File: src/sv/rqps_pkg.sv
`timescale 1ns / 1ps
// ============================================================================
// rqps_pkg: shared types and constants of the ready queue policy select block
// Queue sizing, field widths, operation and status codes, and the command and
// status groups that pass between the controller and the datapath.
// ============================================================================
package rqps_pkg;

    localparam int QUEUE_DEPTH = 16;
    localparam int IDX_W       = $clog2(QUEUE_DEPTH);
    localparam int CNT_W       = $clog2(QUEUE_DEPTH + 1);

    localparam int ID_W     = 8;
    localparam int TIME_W   = 16;
    localparam int URG_W    = 8;
    localparam int STATUS_W = 2;
    localparam int OCC_W    = 5;
    localparam int POLICY_W = 2;
    localparam int CFG_W    = 16;
    localparam int CFG_IDX_W = 1;

    localparam logic KIND_ENQUEUE = 1'b0;
    localparam logic KIND_SELECT  = 1'b1;

    localparam logic [STATUS_W-1:0] STATUS_ENQUEUED = 2'd0;
    localparam logic [STATUS_W-1:0] STATUS_FULL     = 2'd1;
    localparam logic [STATUS_W-1:0] STATUS_SELECTED = 2'd2;
    localparam logic [STATUS_W-1:0] STATUS_EMPTY    = 2'd3;

    localparam logic [POLICY_W-1:0] POLICY_RR       = 2'd0;
    localparam logic [POLICY_W-1:0] POLICY_SRT      = 2'd1;
    localparam logic [POLICY_W-1:0] POLICY_PRIO     = 2'd2;
    localparam logic [POLICY_W-1:0] POLICY_RESERVED = 2'd3;

    localparam logic [CFG_IDX_W-1:0] CFG_POLICY_MODE = 1'd0;
    localparam logic [CFG_IDX_W-1:0] CFG_TIME_SLICE  = 1'd1;

    localparam logic [TIME_W-1:0] TIME_SLICE_RESET = 16'd4;

    typedef enum logic [1:0] {
        ST_IDLE,
        ST_SCAN,
        ST_COMMIT
    } rqps_state_t;

    typedef struct packed {
        logic load;
        logic step;
        logic commit;
    } rqps_cmd_t;

    typedef struct packed {
        logic needs_scan;
        logic scan_last;
        logic out_free;
    } rqps_stat_t;

endpackage

File: src/sv/rqps_ctrl.sv
`timescale 1ns / 1ps
// ============================================================================
// rqps_ctrl: sequencing controller of the ready queue
// Accepts one transaction at a time, steps the datapath through the policy
// scan when one is needed, and commits once the result register is free.
// ============================================================================
module rqps_ctrl (
    input  logic               clk,
    input  logic               rst_n,
    input  logic               in_valid,
    output logic               in_stall,
    input  rqps_pkg::rqps_stat_t stat,
    output rqps_pkg::rqps_cmd_t  cmd
);
    import rqps_pkg::*;

    rqps_state_t state_reg;
    rqps_state_t state_next;

    always_ff @(posedge clk or negedge rst_n)
    begin
        if (!rst_n)
        begin
            state_reg <= ST_IDLE;
        end
        else
        begin
            state_reg <= state_next;
        end
    end

    always_comb
    begin
        state_next = state_reg;
        case (state_reg)
            ST_IDLE:
            begin
                if (in_valid)
                begin
                    state_next = stat.needs_scan ? ST_SCAN : ST_COMMIT;
                end
            end
            ST_SCAN:
            begin
                if (stat.scan_last)
                begin
                    state_next = ST_COMMIT;
                end
            end
            ST_COMMIT:
            begin
                if (stat.out_free)
                begin
                    state_next = ST_IDLE;
                end
            end
            default:
            begin
                state_next = ST_IDLE;
            end
        endcase
    end

    always_comb
    begin
        cmd      = '0;
        in_stall = 1'b1;
        case (state_reg)
            ST_IDLE:
            begin
                in_stall = 1'b0;
                cmd.load = in_valid;
            end
            ST_SCAN:
            begin
                cmd.step = 1'b1;
            end
            ST_COMMIT:
            begin
                cmd.commit = stat.out_free;
            end
            default:
            begin
                cmd = '0;
            end
        endcase
    end

endmodule

File: src/sv/rqps_datapath.sv
`timescale 1ns / 1ps
// ============================================================================
// rqps_datapath: task slots, policy scan and result register
// Holds the queued tasks in order, walks them one per cycle to find the
// winner under the active policy, compacts the slots on removal and drives
// the result register.
// ============================================================================
module rqps_datapath (
    input  logic                               clk,
    input  logic                               rst_n,
    input  rqps_pkg::rqps_cmd_t                cmd,
    output rqps_pkg::rqps_stat_t               stat,
    input  logic                               cfg_we,
    input  logic [rqps_pkg::CFG_IDX_W-1:0]     cfg_index,
    input  logic [rqps_pkg::CFG_W-1:0]         cfg_data,
    input  logic                               kind,
    input  logic [rqps_pkg::ID_W-1:0]          task_id,
    input  logic [rqps_pkg::TIME_W-1:0]        time_left,
    input  logic [rqps_pkg::URG_W-1:0]         urgency,
    output logic                               out_valid,
    input  logic                               out_stall,
    output logic [rqps_pkg::STATUS_W-1:0]      status,
    output logic [rqps_pkg::ID_W-1:0]          chosen_id,
    output logic [rqps_pkg::TIME_W-1:0]        chosen_time,
    output logic [rqps_pkg::URG_W-1:0]         chosen_urgency,
    output logic [rqps_pkg::TIME_W-1:0]        granted_slice,
    output logic [rqps_pkg::OCC_W-1:0]         occupancy
);
    import rqps_pkg::*;

    logic [ID_W-1:0]     slot_id_reg  [QUEUE_DEPTH];
    logic [TIME_W-1:0]   slot_time_reg[QUEUE_DEPTH];
    logic [URG_W-1:0]    slot_urg_reg [QUEUE_DEPTH];

    logic [CNT_W-1:0]    count_reg;
    logic [CNT_W-1:0]    count_next;
    logic [POLICY_W-1:0] policy_mode_reg;
    logic [TIME_W-1:0]   time_slice_reg;

    logic                kind_reg;
    logic [ID_W-1:0]     in_id_reg;
    logic [TIME_W-1:0]   in_time_reg;
    logic [URG_W-1:0]    in_urg_reg;

    logic [IDX_W-1:0]    scan_idx_reg;
    logic [IDX_W-1:0]    best_idx_reg;
    logic [TIME_W-1:0]   best_key_reg;
    logic [ID_W-1:0]     best_id_reg;
    logic [TIME_W-1:0]   best_time_reg;
    logic [URG_W-1:0]    best_urg_reg;

    logic                out_valid_reg;
    logic [STATUS_W-1:0] status_reg;
    logic [ID_W-1:0]     chosen_id_reg;
    logic [TIME_W-1:0]   chosen_time_reg;
    logic [URG_W-1:0]    chosen_urg_reg;
    logic [TIME_W-1:0]   granted_slice_reg;
    logic [OCC_W-1:0]    occupancy_reg;

    logic                key_is_time;
    logic                is_full;
    logic                is_empty;
    logic                do_enqueue;
    logic                do_remove;
    logic [TIME_W-1:0]   head_key;
    logic [TIME_W-1:0]   cand_key;
    logic                cand_wins;

    // Shortest remaining ranks by time, priority by urgency; other codes take the head
    assign key_is_time = (policy_mode_reg == POLICY_SRT);
    assign head_key    = key_is_time ? slot_time_reg[0] : TIME_W'(slot_urg_reg[0]);
    assign cand_key    = key_is_time ? slot_time_reg[scan_idx_reg]
                                     : TIME_W'(slot_urg_reg[scan_idx_reg]);
    assign cand_wins   = (cand_key < best_key_reg);

    assign is_full    = (count_reg == CNT_W'(QUEUE_DEPTH));
    assign is_empty   = (count_reg == '0);
    assign do_enqueue = cmd.commit && (kind_reg == KIND_ENQUEUE) && !is_full;
    assign do_remove  = cmd.commit && (kind_reg == KIND_SELECT) && !is_empty;

    always_comb
    begin
        stat.needs_scan = (kind == KIND_SELECT) && (count_reg > CNT_W'(1))
                          && ((policy_mode_reg == POLICY_SRT)
                              || (policy_mode_reg == POLICY_PRIO));
        stat.scan_last  = (CNT_W'(scan_idx_reg) == (count_reg - CNT_W'(1)));
        stat.out_free   = !out_valid_reg || !out_stall;
    end

    always_comb
    begin
        count_next = count_reg;
        if (do_enqueue)
        begin
            count_next = count_reg + CNT_W'(1);
        end
        else if (do_remove)
        begin
            count_next = count_reg - CNT_W'(1);
        end
    end

    always_ff @(posedge clk or negedge rst_n)
    begin
        if (!rst_n)
        begin
            count_reg       <= '0;
            policy_mode_reg <= POLICY_RR;
            time_slice_reg  <= TIME_SLICE_RESET;
            out_valid_reg   <= 1'b0;
        end
        else
        begin
            count_reg <= count_next;
            if (cfg_we)
            begin
                case (cfg_index)
                    CFG_POLICY_MODE: policy_mode_reg <= cfg_data[POLICY_W-1:0];
                    CFG_TIME_SLICE:  time_slice_reg  <= cfg_data[TIME_W-1:0];
                    default:         time_slice_reg  <= time_slice_reg;
                endcase
            end
            if (cmd.commit)
            begin
                out_valid_reg <= 1'b1;
            end
            else if (!out_stall)
            begin
                out_valid_reg <= 1'b0;
            end
        end
    end

    // Latch the transaction and seed the scan with the head entry
    always_ff @(posedge clk)
    begin
        if (cmd.load)
        begin
            kind_reg      <= kind;
            in_id_reg     <= task_id;
            in_time_reg   <= time_left;
            in_urg_reg    <= urgency;
            scan_idx_reg  <= IDX_W'(1);
            best_idx_reg  <= '0;
            best_key_reg  <= head_key;
            best_id_reg   <= slot_id_reg[0];
            best_time_reg <= slot_time_reg[0];
            best_urg_reg  <= slot_urg_reg[0];
        end
        else if (cmd.step)
        begin
            scan_idx_reg <= scan_idx_reg + IDX_W'(1);
            // Strict compare keeps the earliest entry on a tie
            if (cand_wins)
            begin
                best_idx_reg  <= scan_idx_reg;
                best_key_reg  <= cand_key;
                best_id_reg   <= slot_id_reg[scan_idx_reg];
                best_time_reg <= slot_time_reg[scan_idx_reg];
                best_urg_reg  <= slot_urg_reg[scan_idx_reg];
            end
        end
    end

    // Append at the tail, or close the gap left by the removed entry
    always_ff @(posedge clk)
    begin
        if (do_enqueue)
        begin
            slot_id_reg  [count_reg[IDX_W-1:0]] <= in_id_reg;
            slot_time_reg[count_reg[IDX_W-1:0]] <= in_time_reg;
            slot_urg_reg [count_reg[IDX_W-1:0]] <= in_urg_reg;
        end
        else if (do_remove)
        begin
            for (int i = 0; i < QUEUE_DEPTH - 1; i++)
            begin
                if (IDX_W'(i) >= best_idx_reg)
                begin
                    slot_id_reg[i]   <= slot_id_reg[i+1];
                    slot_time_reg[i] <= slot_time_reg[i+1];
                    slot_urg_reg[i]  <= slot_urg_reg[i+1];
                end
            end
        end
    end

    always_ff @(posedge clk)
    begin
        if (cmd.commit)
        begin
            status_reg        <= STATUS_ENQUEUED;
            chosen_id_reg     <= '0;
            chosen_time_reg   <= '0;
            chosen_urg_reg    <= '0;
            granted_slice_reg <= '0;
            occupancy_reg     <= OCC_W'(count_next);
            if (kind_reg == KIND_ENQUEUE)
            begin
                status_reg <= is_full ? STATUS_FULL : STATUS_ENQUEUED;
            end
            else if (is_empty)
            begin
                status_reg <= STATUS_EMPTY;
            end
            else
            begin
                status_reg      <= STATUS_SELECTED;
                chosen_id_reg   <= best_id_reg;
                chosen_time_reg <= best_time_reg;
                chosen_urg_reg  <= best_urg_reg;
                if ((policy_mode_reg != POLICY_SRT) && (policy_mode_reg != POLICY_PRIO))
                begin
                    granted_slice_reg <= time_slice_reg;
                end
            end
        end
    end

    assign out_valid      = out_valid_reg;
    assign status         = status_reg;
    assign chosen_id      = chosen_id_reg;
    assign chosen_time    = chosen_time_reg;
    assign chosen_urgency = chosen_urg_reg;
    assign granted_slice  = granted_slice_reg;
    assign occupancy      = occupancy_reg;

    a_count_bound: assert property (@(posedge clk) disable iff (!rst_n)
        count_reg <= CNT_W'(QUEUE_DEPTH))
        else $error("queue count above depth");

    a_commit_free: assert property (@(posedge clk) disable iff (!rst_n)
        cmd.commit |-> (!out_valid_reg || !out_stall))
        else $error("commit over an unconsumed result");

    a_commit_shows: assert property (@(posedge clk) disable iff (!rst_n)
        cmd.commit |=> out_valid_reg)
        else $error("committed result not presented");

    a_scan_in_range: assert property (@(posedge clk) disable iff (!rst_n)
        cmd.step |-> (CNT_W'(scan_idx_reg) < count_reg))
        else $error("scan index past queued entries");

endmodule

File: src/sv/ready_queue_policy_select.sv
`timescale 1ns / 1ps
// ============================================================================
// ready_queue_policy_select: ready queue scheduler with selectable policy
// Enqueue appends a task at the tail; select removes one task by round robin,
// shortest remaining time or lowest priority number, earliest entry on ties.
//
//   channel  | handshake             | payload
//   ---------+-----------------------+-------------------------------------------
//   in       | in_valid / in_stall   | kind, task_id, time_left, urgency
//   out      | out_valid / out_stall | status, chosen_id, chosen_time,
//            |                       | chosen_urgency, granted_slice, occupancy
//   cfg      | cfg_we                | cfg_index, cfg_data
//
// Enqueue, round robin select (also the unused policy code) and any select over
// fewer than two queued tasks skip the scan; a shortest remaining or priority
// select over n >= 2 queued tasks first scans the slots, one slot per cycle.
// One transaction is in flight at a time.
// Reset empties the queue and loads round robin with a quantum of 4.
// A stalled result holds the block in its commit step until it is taken.
// ============================================================================
module ready_queue_policy_select (
    input  logic                               clk,
    input  logic                               rst_n,
    input  logic                               in_valid,
    output logic                               in_stall,
    input  logic                               kind,
    input  logic [rqps_pkg::ID_W-1:0]          task_id,
    input  logic [rqps_pkg::TIME_W-1:0]        time_left,
    input  logic [rqps_pkg::URG_W-1:0]         urgency,
    output logic                               out_valid,
    input  logic                               out_stall,
    output logic [rqps_pkg::STATUS_W-1:0]      status,
    output logic [rqps_pkg::ID_W-1:0]          chosen_id,
    output logic [rqps_pkg::TIME_W-1:0]        chosen_time,
    output logic [rqps_pkg::URG_W-1:0]         chosen_urgency,
    output logic [rqps_pkg::TIME_W-1:0]        granted_slice,
    output logic [rqps_pkg::OCC_W-1:0]         occupancy,
    input  logic                               cfg_we,
    input  logic [rqps_pkg::CFG_IDX_W-1:0]     cfg_index,
    input  logic [rqps_pkg::CFG_W-1:0]         cfg_data
);
    import rqps_pkg::*;

    rqps_cmd_t  cmd;
    rqps_stat_t stat;

    rqps_ctrl u_ctrl (
        .clk      (clk),
        .rst_n    (rst_n),
        .in_valid (in_valid),
        .in_stall (in_stall),
        .stat     (stat),
        .cmd      (cmd)
    );

    rqps_datapath u_datapath (
        .clk            (clk),
        .rst_n          (rst_n),
        .cmd            (cmd),
        .stat           (stat),
        .cfg_we         (cfg_we),
        .cfg_index      (cfg_index),
        .cfg_data       (cfg_data),
        .kind           (kind),
        .task_id        (task_id),
        .time_left      (time_left),
        .urgency        (urgency),
        .out_valid      (out_valid),
        .out_stall      (out_stall),
        .status         (status),
        .chosen_id      (chosen_id),
        .chosen_time    (chosen_time),
        .chosen_urgency (chosen_urgency),
        .granted_slice  (granted_slice),
        .occupancy      (occupancy)
    );

endmodule

File: config.mk
export PLATFORM = sky130hd
export DESIGN_NAME = ready_queue_policy_select
export DESIGN_NICKNAME = d
export VERILOG_FILES = /design/src/sv/rqps_pkg.sv /design/src/sv/rqps_ctrl.sv /design/src/sv/rqps_datapath.sv /design/src/sv/ready_queue_policy_select.sv
export SDC_FILE = /design/constraint.sdc
export NUM_CORES = 1
export LEC_CHECK = 0
export BUFFER_PORTS_ARGS = -buffer_cell sky130_fd_sc_hd__buf_2
export CAP_MARGIN = 30
export CORE_MARGIN = 1
export CORE_UTILIZATION = 62
export DETAILED_ROUTE_END_ITERATION = 8
export PLACE_DENSITY = 0.78
export SETUP_SLACK_MARGIN = 0.4
export SLEW_MARGIN = 0
export SYNTH_ARGS = -nofsm -noshare
export SYNTH_HDL_FRONTEND = slang
export SYNTH_SLANG_ARGS = --single-unit
File: constraint.sdc
create_clock -name clk -period 5.89 [get_ports clk]
set_clock_uncertainty 0.05 [all_clocks]
set_input_delay 1.4725 -clock clk [delete_from_list [all_inputs] [get_ports clk]]
set_output_delay 1.4725 -clock clk [all_outputs]
set_load 0.01 [all_outputs]
==> results of run 1 <==
==> metrics by stage <==
step | power [W] | worst slack, ns
finish | 0.0189 | 0.772
global route | 0.0196 | 0.567
CTS | 0.0189 | 0.784
detailed placement | 0.0147 | 0.829
global placement | 0.0145 | 0.911
floorplan | 0.0122 | 0.614
==> cells in the mapped netlist, types with 3 or more instances <==
library cell	number
a211oi_1	6
a21o_1	9
a21oi_1	17
a221oi_1	3
a31oi_1	10
and2_1	10
and3_1	51
buf_1	9
buf_2	44
buf_6	3
clkbuf_1	95
dfrtp_1	25
dfxtp_1	12
edfxtp_1	648
ha_1	21
inv_1	26
mux2_1	447
mux2_2	20
mux2i_1	7
mux4_1	5
mux4_2	154
nand2_1	255
nand2b_1	4
nand3_1	3
nand4_1	4
nor2_1	29
nor3_1	8
o21ai_0	5
o21ai_1	7
xnor2_1	9
==> worst reg2reg max path, stage by stage (launching register included) <==
cell	delay, ns
dfxtp_4	0.67
buf_12	0.39
mux4_2	0.60
mux4_2	0.49
and2_1	0.18
ha_1	0.30
a211oi_1	0.30
o21ai_0	0.18
a41o_1	0.31
a2111oi_2	0.33
o21ba_1	0.33
nand2_2	0.33
buf_12	0.29
==> worst min-delay path by stage <==
stage,endpoint,slack (ns),depth (start not counted)
detailed placement,u_datapath.time_slice_reg[3],0.44,1
floorplan,u_datapath.status[1],0.37,0
global placement,u_datapath.time_slice_reg[11],0.43,1
global route,u_datapath.time_slice_reg[7],0.46,1
CTS,u_datapath.time_slice_reg[3],0.45,1
finish,u_datapath.time_slice_reg[4],0.45,1
==> kinds of logic after synthesis <==
group,count (synthesis),share of synthesized area (%)
mux,633,27.5
flops,686,62.6
compound gates,71,1.45
xor+xnor,10,0.269
simple gates,376,5.08
fa+ha+maj,21,0.808
buf+inv,180,2.33
==> placed cells by master, fill, tap and decap left out, types with 3 or more instances in the layout <==
cell type	count
o21ai_0	5
clkinv_2	10
inv_1	26
a211oi_1	6
nor3_1	8
nand2_2	13
ha_1	21
xnor2_1	9
clkbuf_16	74
nand4_1	4
clkbuf_1	13
mux4_1	5
dfxtp_1	8
dfrtp_1	25
mux4_2	154
nor2_4	4
clkinv_1	24
and2_1	9
a21oi_1	16
mux2_2	20
a221oi_1	3
buf_2	111
nand2b_1	4
mux2_1	447
o21ai_1	5
a31oi_1	9
buf_4	50
nor2_1	25
mux2i_1	7
a21o_2	7
nand3_1	3
nand2_1	242
and3_1	51
edfxtp_1	648
buf_12	10
==> power by group through the flow <==
stage                     Clock (W)  Combinational (W)  Sequential (W)
after detailed placement          0            0.00637         0.00835
after global placement            0            0.00620         0.00827
after floorplan                   0            0.00427         0.00798
after global routing        0.00438            0.00682         0.00843
final                       0.00417            0.00647         0.00829
after CTS                   0.00422            0.00642         0.00826
==> per-layer routing <==
metal / vias to the layer above / global-route usage, %
li1: 7881 / -
met1: 9729 / 43.7
met5: - / 0
met4: 0 / 11.6
met3: 197 / 5.30
met2: 1102 / 52.7
==> layout make-up <==
cell class / instances / area, um^2
clock inverter: 35 / 174
multi-input combinational: 1111 / 11600
antenna: 1 / 2.50
sequential: 686 / 20400
timing repair buffer: 171 / 1130
tap: 680 / 851
inverter: 28 / 106
fill: 3373 / 15400
clock buffer: 88 / 1910
==> run_results.csv, run 1 <==
group,metric,value,unit
place,port_buffers,111,
layout,final_nets,2145,
detailed_routing,vias_per_cell,6.75,
hold_path,hp-start,"u_datapath.time_slice_reg[4]",
die,start_util,63.1,%
detailed_routing,wl_met1,31.6,mm
critical_path,cp_slowest_stage_delay,0.67,ns
place,place.gp.congestion,0.843,
critical_path,critical_path.slowest_cell,"dfxtp_4",
cts,cts_root_buf,"clkbuf_16",
global_route,grt_overflow,0,
global_route,antenna_found_initial,2,
synth,yosys.area.top_type,"edfxtp_1",
global_route,grt_pass1_wl,124,mm
cts,cts_hold_buf,0,
cts,clock_sinks,686,
critical_path,start_kind,"flip-flop",
die,core_area,0.0515,mm^2
critical_path,crit_end,"u_datapath.best_time_reg[6]",
cts,cts_resized,0,
critical_path,crit_type,"flip-flop to flip-flop",
layout,largest_reg_flops,256,
synth,synth-edff-count,648,
detailed_routing,first_iter_violations,2469,
die,die_h,231,um
place,dp_cells,2676,
critical_path,cp-end-kind,"flip-flop",
die,io_pins,112,
critical_path,path_cells,"buf_12, mux4_2, mux4_2, and2_1, ha_1, a211oi_1, o21ai_0, a41o_1, a2111oi_2, o21ba_1, nand2_2, buf_12",
run_status,status,"complete, no violations",
detailed_routing,dr.pass1.iters,5,
global_route,grtUsageTotal,32.1,%
cts,cts_tree,"built",
synth,synthFlopType,"edfxtp_1",
synth,synth_area_leaders,"edfxtp_1, mux2_1, mux4_2, nand2_1, dfrtp_1",
power_and_ir_drop,seq_power_share,43.8,%
cts,cts_buffers,71,
power_and_ir_drop,sw_frac_of_total,34.4,%
run,maxCapViolCount,0,
detailed_routing,wl_met3,7.74,mm
critical_path,critPathBufInv,2,
synth,synth_cells,1977,
timing,worst_pin_slew,1.05,ns
power_and_ir_drop,p_sw,0.00652,W
synth,syn-num-nets,2053,
cts,post_cts_buffers,0,
critical_path,reg2reg_slack,0.77,ns
critical_path,cp.depth,12,
synth,synth-async-reset-ratio,3.79,%
global_route,grt_max_degree,58,
detailed_routing,highest-signal-layer,"met4",
power_and_ir_drop,p_leak,12.7,nW
layout,stdcell_area,0.0361,mm^2
timing,max_freq,195,MHz
detailed_routing,vias,18900,
synth,synth-seq-area-share,62.6,%
die,die_x,231,um
timing,layout_worst_path_cycle_share,86.9,%
timing,relSlewSlack,29.7,%
global_route,grt_pass1_vias,19100,
timing,fin_setup_tns,0,ns
layout,drive_above_1_share,22.4,%
synth,synth_area,0.0325,mm^2
die,num_rows,83,
timing,hold_ws,0.451,ns
die,die_area,0.0534,mm^2
critical_path,r2r-end,"u_datapath.best_time_reg[6]",
synth,ys_ff_latch,686,
detailed_routing,drc,0,
critical_path,worstPathMaxFanout,43,
cts,htreeDepth,3,
critical_path,ff2ff_path_depth,12,
power_and_ir_drop,power_frac_comb,34.2,%
critical_path,cpLargestDelayFamily,"compound AO/OA/AOI/OAI gates",
cts,path_clk_slew,0.06,ns
timing,finalHoldViolCount,0,
layout,finish.utilization,70.1,%
hold_path,worst_hold_path_type,"flip-flop to flip-flop",
timing,grt_setup_unrepaired,"no",
place,placed_area,0.0340,mm^2
layout,stdcell_count,2800,
cts,clockBufferDepth,3,
timing,slew_viol_final,0,
power_and_ir_drop,internal_power,0.0124,W
detailed_routing,wl_per_cell,29.6,um
place,dp_hpwl,48.2,mm
synth,netlist.area_leader.share,59.9,%
layout,synthToLayoutAreaGrowth,11.0,%
detailed_routing,final_antenna_net_count,0,
critical_path,cp.required,6.12,ns
synth,syn_area_per_cell,16.4,um^2
timing,fin_crit,5.12,ns
timing,finalSetupViolCount,0,
cts,clk-insertion-delay-late,0.61,ns
power_and_ir_drop,pwr-share-clk,22.0,%
power_and_ir_drop,peakVddDrop,347,uV
detailed_routing,dr_wl_met2,40.9,mm
detailed_routing,routed_wirelength,83.0,mm
synth,yosysWarnings,0,
synth,synth.distinct_cells,55,
critical_path,cp.arrival,5.35,ns
power_and_ir_drop,p_per_area,524,mW/mm^2
Note: power is estimated with default switching activity, not from simulation.
==> inputs of run 2 (changes only) <==
Clock period 5.89 ns to 5.3 ns, I/O delays scaled along.
==> run 2 against run 1 <==
Net effect: total power is 13% higher; cell area grew 0.87%; first-iteration DRC count decreased by 9.2%; count of clock-buffer cells in the layout increased by 10; largest cell class unchanged.
==> run_results.csv, run 2 (synthesis gave the netlist of run 1 again) <==
group,metric,value,unit
global_route,antenna_found_initial,1,
timing,setup_ws,0.571,ns
global_route,grtUsageTotal,31.9,%
detailed_routing,vias_per_cell,6.73,
global_route,grt_overflow,0,
cts,cts_root_buf,"clkbuf_16",
critical_path,crit_type,"flip-flop to flip-flop",
power_and_ir_drop,p_sw,0.00728,W
critical_path,cp_slowest_stage_delay,0.57,ns
power_and_ir_drop,seq_power_share,42.7,%
layout,drive_above_1_share,22.9,%
critical_path,cpLargestDelayFamily,"compound AO/OA/AOI/OAI gates",
hold_path,worst_hold_path_type,"flip-flop to flip-flop",
power_and_ir_drop,power_frac_comb,34.0,%
timing,finalSetupViolCount,0,
layout,mostFrequentLayoutCell,"edfxtp_1",
global_route,grt_pass1_vias,19100,
die,start_util,63.1,%
layout,stdcell_count,2812,
layout,layout_common_cells,"edfxtp_1, mux2_1, nand2_1",
die,io_pins,112,
critical_path,cp.arrival,4.99,ns
timing,max_freq,211,MHz
timing,worst_pin_slew,0.948,ns
timing,fin_setup_tns,0,ns
die,die_area,0.0534,mm^2
power_and_ir_drop,internal_power,0.0142,W
detailed_routing,vias,18900,
layout,finish.utilization,70.7,%
critical_path,worstPathMaxFanout,31,
cts,post_cts_buffers,0,
power_and_ir_drop,p_per_area,589,mW/mm^2
detailed_routing,final_antenna_net_count,0,
power_and_ir_drop,pwr-share-clk,23.3,%
power_and_ir_drop,sw_frac_of_total,34.0,%
timing,hold_ws,0.450,ns
place,port_buffers,111,
run,maxCapViolCount,0,
place,pre_cts_slack,0.638,ns
die,core_area,0.0515,mm^2
critical_path,critPathBufInv,2,
global_route,grt_pass1_wl,123,mm
timing,relSlewSlack,36.6,%
critical_path,ff2ff_path_depth,12,
layout,largest_reg_flops,256,
power_and_ir_drop,peakVddDrop,359,uV
cts,cts_buffers,71,
critical_path,start_kind,"flip-flop",
place,place.gp.congestion,0.908,
timing,fin_crit,4.73,ns
cts,cts_hold_buf,0,
hold_path,worstHoldPathCells,1,
timing,layout_worst_path_cycle_share,89.2,%
die,num_rows,83,
critical_path,path_cells,"buf_4, mux4_2, mux4_2, and2_1, ha_1, o21ai_0, o21ai_0, a41o_1, a2111oi_2, o21ba_1, nand2_2, buf_12",
detailed_routing,drc,0,
hold_path,hp-start,"u_datapath.time_slice_reg[4]",
critical_path,r2r-end,"u_datapath.best_time_reg[2]",
die,die_x,231,um
run_status,status,"complete, no violations",
cts,cts_tree,"built",
detailed_routing,first_iter_violations,2242,
cts,path_clk_slew,0.06,ns
critical_path,critical_path.slowest_cell,"dfxtp_4",
timing,grt_setup_unrepaired,"no",
cts,clock_sinks,686,
timing,finalHoldViolCount,0,
cts,cts_resized,0,
detailed_routing,wl_per_cell,29.4,um
die,die_h,231,um
critical_path,crit_end,"u_datapath.best_time_reg[2]",
cts,clockBufferDepth,3,
layout,final_nets,2149,
critical_path,cp-end-kind,"flip-flop",
place,dp_hpwl,49.5,mm
critical_path,reg2reg_slack,0.57,ns
layout,synthToLayoutAreaGrowth,12.0,%
place,dp_cells,2680,
global_route,grt_max_degree,58,
critical_path,cp.depth,12,
cts,htreeDepth,3,
critical_path,cp.required,5.56,ns
cts,clk-insertion-delay-late,0.63,ns
detailed_routing,dr.pass1.iters,6,
power_and_ir_drop,p_leak,12.9,nW
detailed_routing,routed_wirelength,82.7,mm
timing,slew_viol_final,0,
## run 2: power by group through the flow
| stage | sequential [W] | combinational, W | clock, W |
|---|---|---|---|
| after global placement | 0.00913 | 0.00699 | 0 |
| after detailed placement | 0.00921 | 0.00721 | 0 |
| final | 0.00916 | 0.00730 | 0.00499 |
| after CTS | 0.00912 | 0.00724 | 0.00503 |
| after global routing | 0.00930 | 0.00769 | 0.00523 |
| after floorplan | 0.00886 | 0.00475 | 0 |
## run 2: worst min-delay path by stage
stage	endpoint	slack [ns]
6_report	u_datapath.time_slice_reg[4]	0.45
5_1_grt	u_datapath.time_slice_reg[9]	0.47
4_1_cts	u_datapath.time_slice_reg[4]	0.45
3_5_place_dp	u_datapath.time_slice_reg[4]	0.44
3_3_place_gp	u_datapath.time_slice_reg[0]	0.43
2_1_floorplan	u_datapath.status[1]	0.37
## run 2: final cells by class
type,count,area (um^2)
Sequential cell,686,20400
Fill cell,3304,15100
Multi-Input combinational cell,1111,11600
Clock buffer,98,1970
Timing Repair Buffer,175,1250
Tap cell,680,851
Clock inverter,33,312
Inverter,28,106
Antenna cell,1,2.50
## run 2: routing by layer
layer	track usage, %	wire (um)	vias to the layer above	part of all wire (%)
met4	12.7	2730	0	3.3
met2	52.7	41400	1012	50
met3	6.06	7450	190	9.0
li1	-	-	7909	-
met1	42.0	31200	9825	38
met5	0	0	-	0
## run 2: per-stage QoR
stage          total power (W)  area [um^2]
2_1_floorplan           0.0136        32500
3_3_place_gp            0.0161        34100
3_5_place_dp            0.0164        34100
4_1_cts                 0.0214        36400
5_1_grt                 0.0222        36400
6_report                0.0214        36400
